[src/rtl/gcvs_pkg.sv]
// gcvs_pkg: shared types, widths and codes of the gc victim block selector
// no dependencies; used by the interfaces, controller, datapath and top level
package gcvs_pkg;

  localparam int unsigned POS_W  = 10;
  localparam int unsigned PG_W   = 11;
  localparam int unsigned WORD_W = 32;
  localparam int unsigned AB_W   = 2 * PG_W;
  localparam int unsigned SC_W   = AB_W + WORD_W;

  // number of block positions, the position wraps to zero after the last
  localparam logic [POS_W:0]  NUM_BLOCKS = 11'd1024;
  // largest page capacity, the capacity value in use is clamped to it
  localparam logic [PG_W-1:0] MAX_PAGES   = 11'd1024;

  localparam int unsigned CFG_IDX_W = 1;
  localparam logic [CFG_IDX_W-1:0] CFG_POLICY_MODE    = 1'd0;
  localparam logic [CFG_IDX_W-1:0] CFG_PAGES_IN_BLOCK = 1'd1;

  localparam logic POLICY_GREEDY = 1'b0;
  localparam logic [PG_W-1:0] PAGES_RESET = 11'd256;

  typedef struct packed {
    logic              block_clean;
    logic [PG_W-1:0]   used_pages;
    logic [PG_W-1:0]   stale_pages;
    logic [WORD_W-1:0] wear_count;
    logic [WORD_W-1:0] modified_time;
    logic [WORD_W-1:0] current_time;
    logic [POS_W-1:0]  active_block;
    logic              final_block;
  } in_item_t;

  typedef struct packed {
    logic             victim_found;
    logic [POS_W-1:0] victim_index;
  } out_item_t;

  typedef enum logic [1:0] {
    ST_IDLE,
    ST_MUL1,
    ST_MUL2,
    ST_DECIDE
  } state_e;

  // controller to datapath
  typedef struct packed {
    logic load;
    logic mul1;
    logic mul2;
    logic commit;
  } cmd_t;

  // datapath to controller
  typedef struct packed {
    logic is_last;
    logic out_busy;
  } status_t;

endpackage

[src/rtl/gcvs_in_if.sv]
// gcvs_in_if: valid/ready channel that carries one block descriptor item
// depends on gcvs_pkg
interface gcvs_in_if;
  logic                valid;
  logic                ready;
  gcvs_pkg::in_item_t  data;

  modport source (output valid, output data, input ready);
  modport sink   (input valid, input data, output ready);
endinterface

[src/rtl/gcvs_out_if.sv]
// gcvs_out_if: valid/ready channel that carries one victim result item
// depends on gcvs_pkg
interface gcvs_out_if;
  logic                valid;
  logic                ready;
  gcvs_pkg::out_item_t data;

  modport source (output valid, output data, input ready);
  modport sink   (input valid, input data, output ready);
endinterface

[src/rtl/gc_victim_block_selector.sv]
// gc_victim_block_selector: each item steps through accept, two multiply
// stages and decide; the two-stage cross-multiplication of the scores sets
// that sequence, and a final item's result is registered when it commits
// a final item held in decide waits while the previous result is untaken
// reset (rst_ni low, asynchronous) gives greedy mode, 256 pages per block,
// an empty scan at position zero and no result pending
module gc_victim_block_selector (
  input  logic                             clk_i,
  input  logic                             rst_ni,
  // configuration write port
  input  logic                             cfg_we_i,
  input  logic [gcvs_pkg::CFG_IDX_W-1:0]   cfg_idx_i,
  input  logic [gcvs_pkg::PG_W-1:0]        cfg_data_i,
  // block descriptor items in, victim result items out
  gcvs_in_if.sink                          in_i,
  gcvs_out_if.source                       out_o
);

  // command and status between sequencer and datapath
  gcvs_pkg::cmd_t    cmd;
  gcvs_pkg::status_t st;

  // sequencer: idle -> first multiply -> second multiply -> decide
  // ready is only raised in idle, one item is in flight at a time
  gcvs_ctrl u_ctrl (
    .clk_i      (clk_i),
    .rst_ni     (rst_ni),
    .in_valid_i (in_i.valid),
    .in_ready_o (in_i.ready),
    .cmd_o      (cmd),
    .st_i       (st)
  );

  // datapath: item capture, score products, best-block tracking and the
  // output register that lets the next scan start while a result waits
  gcvs_dp u_dp (
    .clk_i       (clk_i),
    .rst_ni      (rst_ni),
    .cfg_we_i    (cfg_we_i),
    .cfg_idx_i   (cfg_idx_i),
    .cfg_data_i  (cfg_data_i),
    .item_i      (in_i.data),
    .cmd_i       (cmd),
    .st_o        (st),
    .out_valid_o (out_o.valid),
    .out_ready_i (out_o.ready),
    .out_data_o  (out_o.data)
  );

endmodule

[src/rtl/gcvs_ctrl.sv]
// gcvs_ctrl: sequencer that steps one item through load, two multiply
// stages and the decision; depends on gcvs_pkg
module gcvs_ctrl (
  input  logic              clk_i,
  input  logic              rst_ni,
  input  logic              in_valid_i,
  output logic              in_ready_o,
  output gcvs_pkg::cmd_t    cmd_o,
  input  gcvs_pkg::status_t st_i
);

  gcvs_pkg::state_e state_q, state_d;

  always_ff @(posedge clk_i or negedge rst_ni) begin
    if (!rst_ni) begin
      state_q <= gcvs_pkg::ST_IDLE;
    end else begin
      state_q <= state_d;
    end
  end

  always_comb begin
    state_d    = state_q;
    in_ready_o = 1'b0;
    cmd_o      = '0;
    case (state_q)
      gcvs_pkg::ST_IDLE: begin
        in_ready_o = 1'b1;
        if (in_valid_i) begin
          cmd_o.load = 1'b1;
          state_d    = gcvs_pkg::ST_MUL1;
        end
      end
      gcvs_pkg::ST_MUL1: begin
        cmd_o.mul1 = 1'b1;
        state_d    = gcvs_pkg::ST_MUL2;
      end
      gcvs_pkg::ST_MUL2: begin
        cmd_o.mul2 = 1'b1;
        state_d    = gcvs_pkg::ST_DECIDE;
      end
      gcvs_pkg::ST_DECIDE: begin
        // a final item waits here until the output register is free
        if (!(st_i.is_last && st_i.out_busy)) begin
          cmd_o.commit = 1'b1;
          state_d      = gcvs_pkg::ST_IDLE;
        end
      end
      default: begin
        state_d = gcvs_pkg::ST_IDLE;
      end
    endcase
  end

  a_load_to_mul1: assert property (@(posedge clk_i) disable iff (!rst_ni)
    (in_valid_i && in_ready_o) |=> (state_q == gcvs_pkg::ST_MUL1))
    else $error("accepted item did not enter the first multiply stage");

  a_mul2_after_mul1: assert property (@(posedge clk_i) disable iff (!rst_ni)
    (state_q == gcvs_pkg::ST_MUL1) |=> (state_q == gcvs_pkg::ST_MUL2))
    else $error("multiply stages out of order");

  a_commit_no_busy: assert property (@(posedge clk_i) disable iff (!rst_ni)
    cmd_o.commit |-> !(st_i.is_last && st_i.out_busy))
    else $error("final item committed while result still pending");

endmodule

[src/rtl/gcvs_dp.sv]
// gcvs_dp: item register, cross-multiplied score stages, best-block state,
// configuration registers and result register; depends on gcvs_pkg
module gcvs_dp (
  input  logic                                clk_i,
  input  logic                                rst_ni,
  input  logic                                cfg_we_i,
  input  logic [gcvs_pkg::CFG_IDX_W-1:0]      cfg_idx_i,
  input  logic [gcvs_pkg::PG_W-1:0]           cfg_data_i,
  input  gcvs_pkg::in_item_t                  item_i,
  input  gcvs_pkg::cmd_t                      cmd_i,
  output gcvs_pkg::status_t                   st_o,
  output logic                                out_valid_o,
  input  logic                                out_ready_i,
  output gcvs_pkg::out_item_t                 out_data_o
);

  localparam int unsigned PG_W   = gcvs_pkg::PG_W;
  localparam int unsigned POS_W  = gcvs_pkg::POS_W;
  localparam int unsigned WORD_W = gcvs_pkg::WORD_W;
  localparam int unsigned AB_W   = gcvs_pkg::AB_W;
  localparam int unsigned SC_W   = gcvs_pkg::SC_W;

  // configuration
  logic            policy_q;
  logic [PG_W-1:0] pages_q;

  always_ff @(posedge clk_i or negedge rst_ni) begin
    if (!rst_ni) begin
      policy_q <= gcvs_pkg::POLICY_GREEDY;
      pages_q  <= gcvs_pkg::PAGES_RESET;
    end else if (cfg_we_i) begin
      case (cfg_idx_i)
        gcvs_pkg::CFG_POLICY_MODE:    policy_q <= cfg_data_i[0];
        gcvs_pkg::CFG_PAGES_IN_BLOCK: pages_q  <= cfg_data_i;
        default: ;
      endcase
    end
  end

  // item register, payload only
  gcvs_pkg::in_item_t item_q;

  always_ff @(posedge clk_i) begin
    if (cmd_i.load) begin
      item_q <= item_i;
    end
  end

  // best-block state
  logic              have_q, have_d;
  logic [POS_W-1:0]  pos_q, pos_d;
  logic [POS_W-1:0]  bpos_q, bpos_d;
  logic [PG_W-1:0]   binv_q, binv_d;
  logic [PG_W-1:0]   bval_q, bval_d;
  logic [WORD_W-1:0] bage_q, bage_d;
  logic [WORD_W-1:0] bwear_q, bwear_d;

  // capacity clamp and free page counts
  logic [PG_W-1:0] cap;
  logic [PG_W-1:0] n_cand;
  logic [PG_W-1:0] n_best;

  assign cap    = (pages_q > gcvs_pkg::MAX_PAGES) ? gcvs_pkg::MAX_PAGES : pages_q;
  assign n_cand = (item_q.used_pages >= cap) ? '0 : cap - item_q.used_pages;
  assign n_best = (bval_q >= cap) ? '0 : cap - bval_q;

  // stage one: age and the two page products
  logic [WORD_W-1:0] age_q;
  logic [AB_W-1:0]   a_q;
  logic [AB_W-1:0]   b_q;

  always_ff @(posedge clk_i) begin
    if (cmd_i.mul1) begin
      age_q <= item_q.current_time - item_q.modified_time;
      a_q   <= {{(AB_W-PG_W){1'b0}}, n_cand} * {{(AB_W-PG_W){1'b0}}, bval_q};
      b_q   <= {{(AB_W-PG_W){1'b0}}, n_best} * {{(AB_W-PG_W){1'b0}}, item_q.used_pages};
    end
  end

  // stage two: full cross-multiplied scores
  logic [SC_W-1:0] lhs_q;
  logic [SC_W-1:0] rhs_q;

  always_ff @(posedge clk_i) begin
    if (cmd_i.mul2) begin
      lhs_q <= {{WORD_W{1'b0}}, a_q} * {{AB_W{1'b0}}, age_q};
      rhs_q <= {{WORD_W{1'b0}}, b_q} * {{AB_W{1'b0}}, bage_q};
    end
  end

  // decision
  logic cand;
  logic gt;
  logic eq;
  logic take;
  logic [POS_W:0] pos_sum;

  always_comb begin
    cand = !item_q.block_clean && (pos_q != item_q.active_block);
    if (policy_q == gcvs_pkg::POLICY_GREEDY) begin
      gt = item_q.stale_pages > binv_q;
      eq = item_q.stale_pages == binv_q;
    end else if (item_q.used_pages == '0 && bval_q == '0) begin
      gt = 1'b0;
      eq = 1'b1;
    end else if (item_q.used_pages == '0) begin
      gt = 1'b1;
      eq = 1'b0;
    end else if (bval_q == '0) begin
      gt = 1'b0;
      eq = 1'b0;
    end else begin
      gt = lhs_q > rhs_q;
      eq = lhs_q == rhs_q;
    end
    take = cand && (!have_q || gt || (eq && (item_q.wear_count < bwear_q)));

    pos_sum = {1'b0, pos_q} + {{POS_W{1'b0}}, 1'b1};

    have_d  = have_q;
    pos_d   = pos_q;
    bpos_d  = bpos_q;
    binv_d  = binv_q;
    bval_d  = bval_q;
    bage_d  = bage_q;
    bwear_d = bwear_q;
    if (cmd_i.commit) begin
      if (take) begin
        have_d  = 1'b1;
        bpos_d  = pos_q;
        binv_d  = item_q.stale_pages;
        bval_d  = item_q.used_pages;
        bage_d  = age_q;
        bwear_d = item_q.wear_count;
      end
      pos_d = (pos_sum >= gcvs_pkg::NUM_BLOCKS) ? '0 : pos_sum[POS_W-1:0];
      if (item_q.final_block) begin
        pos_d  = '0;
        have_d = 1'b0;
      end
    end
  end

  always_ff @(posedge clk_i or negedge rst_ni) begin
    if (!rst_ni) begin
      have_q  <= 1'b0;
      pos_q   <= '0;
      bpos_q  <= '0;
      binv_q  <= '0;
      bval_q  <= '0;
      bage_q  <= '0;
      bwear_q <= '0;
    end else begin
      have_q  <= have_d;
      pos_q   <= pos_d;
      bpos_q  <= bpos_d;
      binv_q  <= binv_d;
      bval_q  <= bval_d;
      bage_q  <= bage_d;
      bwear_q <= bwear_d;
    end
  end

  // result register
  logic                out_valid_q, out_valid_d;
  gcvs_pkg::out_item_t out_data_q, out_data_d;
  logic                found;

  always_comb begin
    found       = have_q || take;
    out_valid_d = out_valid_q;
    out_data_d  = out_data_q;
    if (out_valid_q && out_ready_i) begin
      out_valid_d = 1'b0;
    end
    if (cmd_i.commit && item_q.final_block) begin
      out_valid_d             = 1'b1;
      out_data_d.victim_found = found;
      out_data_d.victim_index = found ? bpos_d : '0;
    end
  end

  always_ff @(posedge clk_i or negedge rst_ni) begin
    if (!rst_ni) begin
      out_valid_q <= 1'b0;
    end else begin
      out_valid_q <= out_valid_d;
    end
  end

  always_ff @(posedge clk_i) begin
    out_data_q <= out_data_d;
  end

  assign out_valid_o     = out_valid_q;
  assign out_data_o      = out_data_q;
  assign st_o.is_last    = item_q.final_block;
  assign st_o.out_busy   = out_valid_q && !out_ready_i;

  a_scan_restart: assert property (@(posedge clk_i) disable iff (!rst_ni)
    (cmd_i.commit && item_q.final_block) |=> (!have_q && pos_q == '0))
    else $error("scan state not cleared after final item");

  a_result_source: assert property (@(posedge clk_i) disable iff (!rst_ni)
    $rose(out_valid_q) |-> $past(cmd_i.commit && item_q.final_block))
    else $error("result appeared without a final item");

  a_none_index_zero: assert property (@(posedge clk_i) disable iff (!rst_ni)
    (out_valid_q && !out_data_q.victim_found) |-> (out_data_q.victim_index == '0))
    else $error("no-victim result carries a nonzero index");

endmodule

[src/flat_wrapper.sv]
// flat-port wrapper written by rule: the top's interface ports become plain ports
module gc_victim_block_selector_flat 
  (clk_i, rst_ni, cfg_we_i, cfg_idx_i, cfg_data_i, in_i_valid, in_i_data, in_i_ready, out_o_valid, out_o_data, out_o_ready);
  gcvs_in_if in_i_i ();
  gcvs_out_if out_o_i ();
  input  logic clk_i;
  input  logic rst_ni;
  input  logic cfg_we_i;
  input  logic [gcvs_pkg::CFG_IDX_W-1:0] cfg_idx_i;
  input  logic [gcvs_pkg::PG_W-1:0] cfg_data_i;
  input wire logic [$bits(in_i_i.valid)-1:0] in_i_valid;
  input wire logic [$bits(in_i_i.data)-1:0] in_i_data;
  output wire logic [$bits(in_i_i.ready)-1:0] in_i_ready;
  output wire logic [$bits(out_o_i.valid)-1:0] out_o_valid;
  output wire logic [$bits(out_o_i.data)-1:0] out_o_data;
  input wire logic [$bits(out_o_i.ready)-1:0] out_o_ready;
  assign in_i_i.valid = in_i_valid;
  assign in_i_i.data = in_i_data;
  assign in_i_ready = in_i_i.ready;
  assign out_o_valid = out_o_i.valid;
  assign out_o_data = out_o_i.data;
  assign out_o_i.ready = out_o_ready;
  gc_victim_block_selector u_core (.clk_i(clk_i), .rst_ni(rst_ni), .cfg_we_i(cfg_we_i), .cfg_idx_i(cfg_idx_i), .cfg_data_i(cfg_data_i), .in_i(in_i_i), .out_o(out_o_i));
endmodule
[config.mk]
export PLATFORM = sky130hd
export DESIGN_NAME = gc_victim_block_selector_flat
export DESIGN_NICKNAME = d
export VERILOG_FILES = /design/src/rtl/gcvs_pkg.sv /design/src/rtl/gcvs_in_if.sv /design/src/rtl/gcvs_out_if.sv /design/src/rtl/gc_victim_block_selector.sv /design/src/rtl/gcvs_ctrl.sv /design/src/rtl/gcvs_dp.sv /design/src/flat_wrapper.sv
export SDC_FILE = /design/constraint.sdc
export NUM_CORES = 2
export LEC_CHECK = 0
export ABC_CLOCK_PERIOD_IN_PS = 7650
export BUFFER_PORTS_ARGS = -buffer_cell sky130_fd_sc_hd__buf_2
export CORE_MARGIN = 4
export CORE_UTILIZATION = 52
export DETAILED_ROUTE_END_ITERATION = 6
export GPL_TIMING_DRIVEN = 0
export PLACE_DENSITY = 0.71
export SLEW_MARGIN = 40
export SYNTH_ARGS = -nofsm -noshare
export SYNTH_HDL_FRONTEND = slang
export SYNTH_SLANG_ARGS = --single-unit
[constraint.sdc]
create_clock -name clk_i -period 7.65 [get_ports clk_i]
set_clock_uncertainty 0.2 [all_clocks]
set_input_delay 1.53 -clock clk_i [delete_from_list [all_inputs] [get_ports clk_i]]
set_output_delay 1.53 -clock clk_i [all_outputs]
set_load 0.01 [all_outputs]
==> results.sh <==
export IMPL_finalSetupViolCount=6
export IMPL_start_kind="flop"
export IMPL_syn_num_nets=9609
export IMPL_wl_per_cell_um=22.3
export IMPL_worst_path_max_fanout=10
export IMPL_die_x_um=380
export IMPL_fill_cells=11300
export IMPL_grt_pass1_vias=58400
export IMPL_first_pass_iters=7
export IMPL_critical_path_required_ns=7.82
export IMPL_finalInstanceArea_sq_um=82400
export IMPL_cp_slowest_stage_delay_ns=0.55
export IMPL_place_area_sq_um=75100
export IMPL_htree_levels=2
export IMPL_initialDrtViolationCount=4495
export IMPL_slowest_stage="fa_1"
export IMPL_wl_um=218000
export IMPL_via_count=54900
export IMPL_synth_seq_cells=447
export IMPL_ctsHoldBuffers=0
export IMPL_fin_tns_setup_ns=-0.428
export IMPL_grt_max_degree=69
export IMPL_cap_violations=0
export IMPL_crit_top_cell="fa_1"
export IMPL_clock_latency_ns=0.68
export IMPL_cts_buffers=53
export IMPL_synth_async_sr_flop_share=0.273
export IMPL_place_congestion=1.00
export IMPL_clk_path_buf_depth=3
export IMPL_clockRootBuffer="clkbuf_16"
export IMPL_hold_ws_ns=0.290
export IMPL_violations="setup timing"
export IMPL_die_area_sq_um=144000
export IMPL_portBuffers=159
export IMPL_yosys_cell_count_top_type="inv_1"
export IMPL_critPathArrivalTime_ns=7.96
export IMPL_synthFlopType="edfxtp_1"
export IMPL_fin_ws_ns=-0.138
export IMPL_area_growth_syn_to_layout_pct=14.8
export IMPL_die_h_um=380
export IMPL_overflow=0
export IMPL_ys_types=81
export IMPL_synth_edf_count=325
export IMPL_synthCells=7493
export IMPL_placed_cells=9453
export IMPL_synth_area_leader_cell="fa_1"
export IMPL_fin_nets=10100
export IMPL_seq_area_frac_synth=0.179
export IMPL_hp_class="reg -> reg"
export IMPL_min_period_ns=7.79
export IMPL_remaining_drc_errors=0
export IMPL_final_hold_violation_count=0
export IMPL_synth_area_sq_um=71800
export IMPL_start_util=0.523
export IMPL_dpl_hpwl_um=175000
export IMPL_grt_first_pass_wirelength_um=336000
export IMPL_clock_sinks=447
export IMPL_fin_cells=9800
export IMPL_fp_coreArea_sq_um=137000
export IMPL_synthTopCellsByArea="fa_1, edfxtp_1, ha_1"
export IMPL_rsz0062_at_grt="yes"
export IMPL_vias_per_cell=5.60
export IMPL_finalCritPeriodShare=1.02
export IMPL_slew_limit_headroom=0.426
export IMPL_syn_area_per_cell_sq_um=9.58
export IMPL_outcome="complete, but fails checks"
export IMPL_drive_gt1_frac=0.144
export IMPL_drtAntennaViolNets=0
export IMPL_cts_tree="yes"
export IMPL_std_cell_rows=136
export IMPL_synth_warnings=0
export IMPL_antenna_found_initial=12
export IMPL_synthTopCellsByCount="inv_1, fa_1, nand2_1, ha_1, and2_1"
export IMPL_path_class="reg -> reg"
export IMPL_synth_top_area_share=0.378
export IMPL_worst_slew_pin_slew_ns=0.857
export IMPL_fmax_ghz=0.128
export IMPL_io_pins=160
export IMPL_cts_clk_slew_worst_paths_ns=0.06
export IMPL_cp_end_kind="flop"
export IMPL_track_usage=0.303
export IMPL_drv_slew=0
[path summary, 6_finish.rpt]
kind / depth (start not counted) / end / from / slack [ns]
min in group asynchronous: 1 / u_core.u_dp.bwear_q[19]$_DFFE_PN0P_ / rst_ni / 0.60
setup reg to reg: 26 / u_core.u_dp.lhs_q[51]$_DFFE_PP_ / u_core.u_dp.a_q[8]$_DFFE_PN_ / -0.14
hold reg to reg: 2 / u_core.u_dp.bwear_q[25]$_DFFE_PN0P_ / u_core.u_dp.item_q[100]$_DFFE_PP_ / 0.29
setup / recovery: 26 / u_core.u_dp.lhs_q[51]$_DFFE_PP_ / u_core.u_dp.a_q[8]$_DFFE_PN_ / -0.14
hold / removal: 2 / u_core.u_dp.bwear_q[25]$_DFFE_PN0P_ / u_core.u_dp.item_q[100]$_DFFE_PP_ / 0.29
max in group asynchronous: 2 / u_core.u_dp.bage_q[13]$_DFFE_PN0P_ / rst_ni / 5.89
[metal layers]
layer  vias up  global-route usage  part of all wire
li1      23900                   -                 -
met1     27800               0.389              0.38
met2      2530               0.488              0.46
met3       658              0.0624             0.092
met4         8               0.158             0.065
met5         -                   0           0.00025
[state kept, by name, summed over array words and instances (netlist names)]
name	count
u_core.u_ctrl.state_q	2
u_core.u_dp.a_q	22
u_core.u_dp.age_q	32
u_core.u_dp.b_q	22
u_core.u_dp.bage_q	32
u_core.u_dp.binv_q	11
u_core.u_dp.bpos_q	10
u_core.u_dp.bval_q	11
u_core.u_dp.bwear_q	32
u_core.u_dp.have_q	1
u_core.u_dp.item_q	129
u_core.u_dp.lhs_q	54
u_core.u_dp.out_data_o	11
u_core.u_dp.out_valid_o	1
u_core.u_dp.pages_q	11
u_core.u_dp.policy_q	1
u_core.u_dp.pos_q	10
u_core.u_dp.rhs_q	54
u_core.u_dp.st_o	1
[per-stage QoR]
step | util | setup WS [ns]
final | 0.600 | -0.138
after floorplan | - | -0.0126
after CTS | 0.589 | -0.134
after global routing | 0.600 | -0.361
after detailed placement | 0.547 | -1.57
after global placement | 0.545 | -1.54
[timing repair]
item	4_1_cts	5_1_grt
setup endpoints to repair	87	52
pin swaps	82	106
buffers inserted	202	65
endpoints found under the hold margin	0	0
cloned	3	2
gates resized for setup	750	345
[worst max-delay path, delay by kind of cell (launching register included)]
family | cells | cell delay, ns
adders and majority gates | 8 | 3.94
buffers and inverters | 7 | 0.78
AOI/OAI and AO/OA | 9 | 2.02
and+or+nand+nor | 2 | 0.23
DFF | 1 | 0.35
[cell families after synthesis]
kind of cell,after synthesis,share of synthesized area
xor+xnor,178,0.0217
flops,447,0.179
fa+ha+maj,1969,0.485
simple gates,2227,0.143
compound gates,653,0.0591
mux,59,0.00922
buf+inv,1960,0.103
[cell type report]
cell class | count | area [sq um] | area share
multi-input combinational | 5087 | 53200 | 0.646
sequential | 447 | 12800 | 0.156
inverter | 1616 | 6070 | 0.0737
timing repair buffer | 432 | 3300 | 0.0401
buffer | 319 | 2840 | 0.0345
tap | 1794 | 2240 | 0.0272
clock buffer | 61 | 1380 | 0.0167
clock inverter | 38 | 469 | 0.00569
antenna | 6 | 15.0 | 0.000182
[cell usage in the layout (no fill, tap or decap), types with 50 or more instances in the layout]
cell       Yosys  layout
clkbuf_2       0      57
nor3_1       124      99
nand3_1       53      50
and2_1       462     459
o21ai_0      151     121
a21o_1        99      99
buf_6          1      51
nand2_1     1286    1267
clkbuf_8       0      68
xor2_1        55      53
ha_1         612     567
buf_2          6     172
edfxtp_1     325     325
nor2_1       114     104
dfrtp_1      121     100
buf_4          9     253
clkbuf_4       0      56
mux2_2        57      57
clkbuf_16      0      64
fa_1        1357    1333
a21oi_1      185     154
xnor2_1      123     116
inv_1       1612    1594
Power is not shown: default switching activity piles up to over one toggle a cycle in this logic, so the estimate is an artifact.
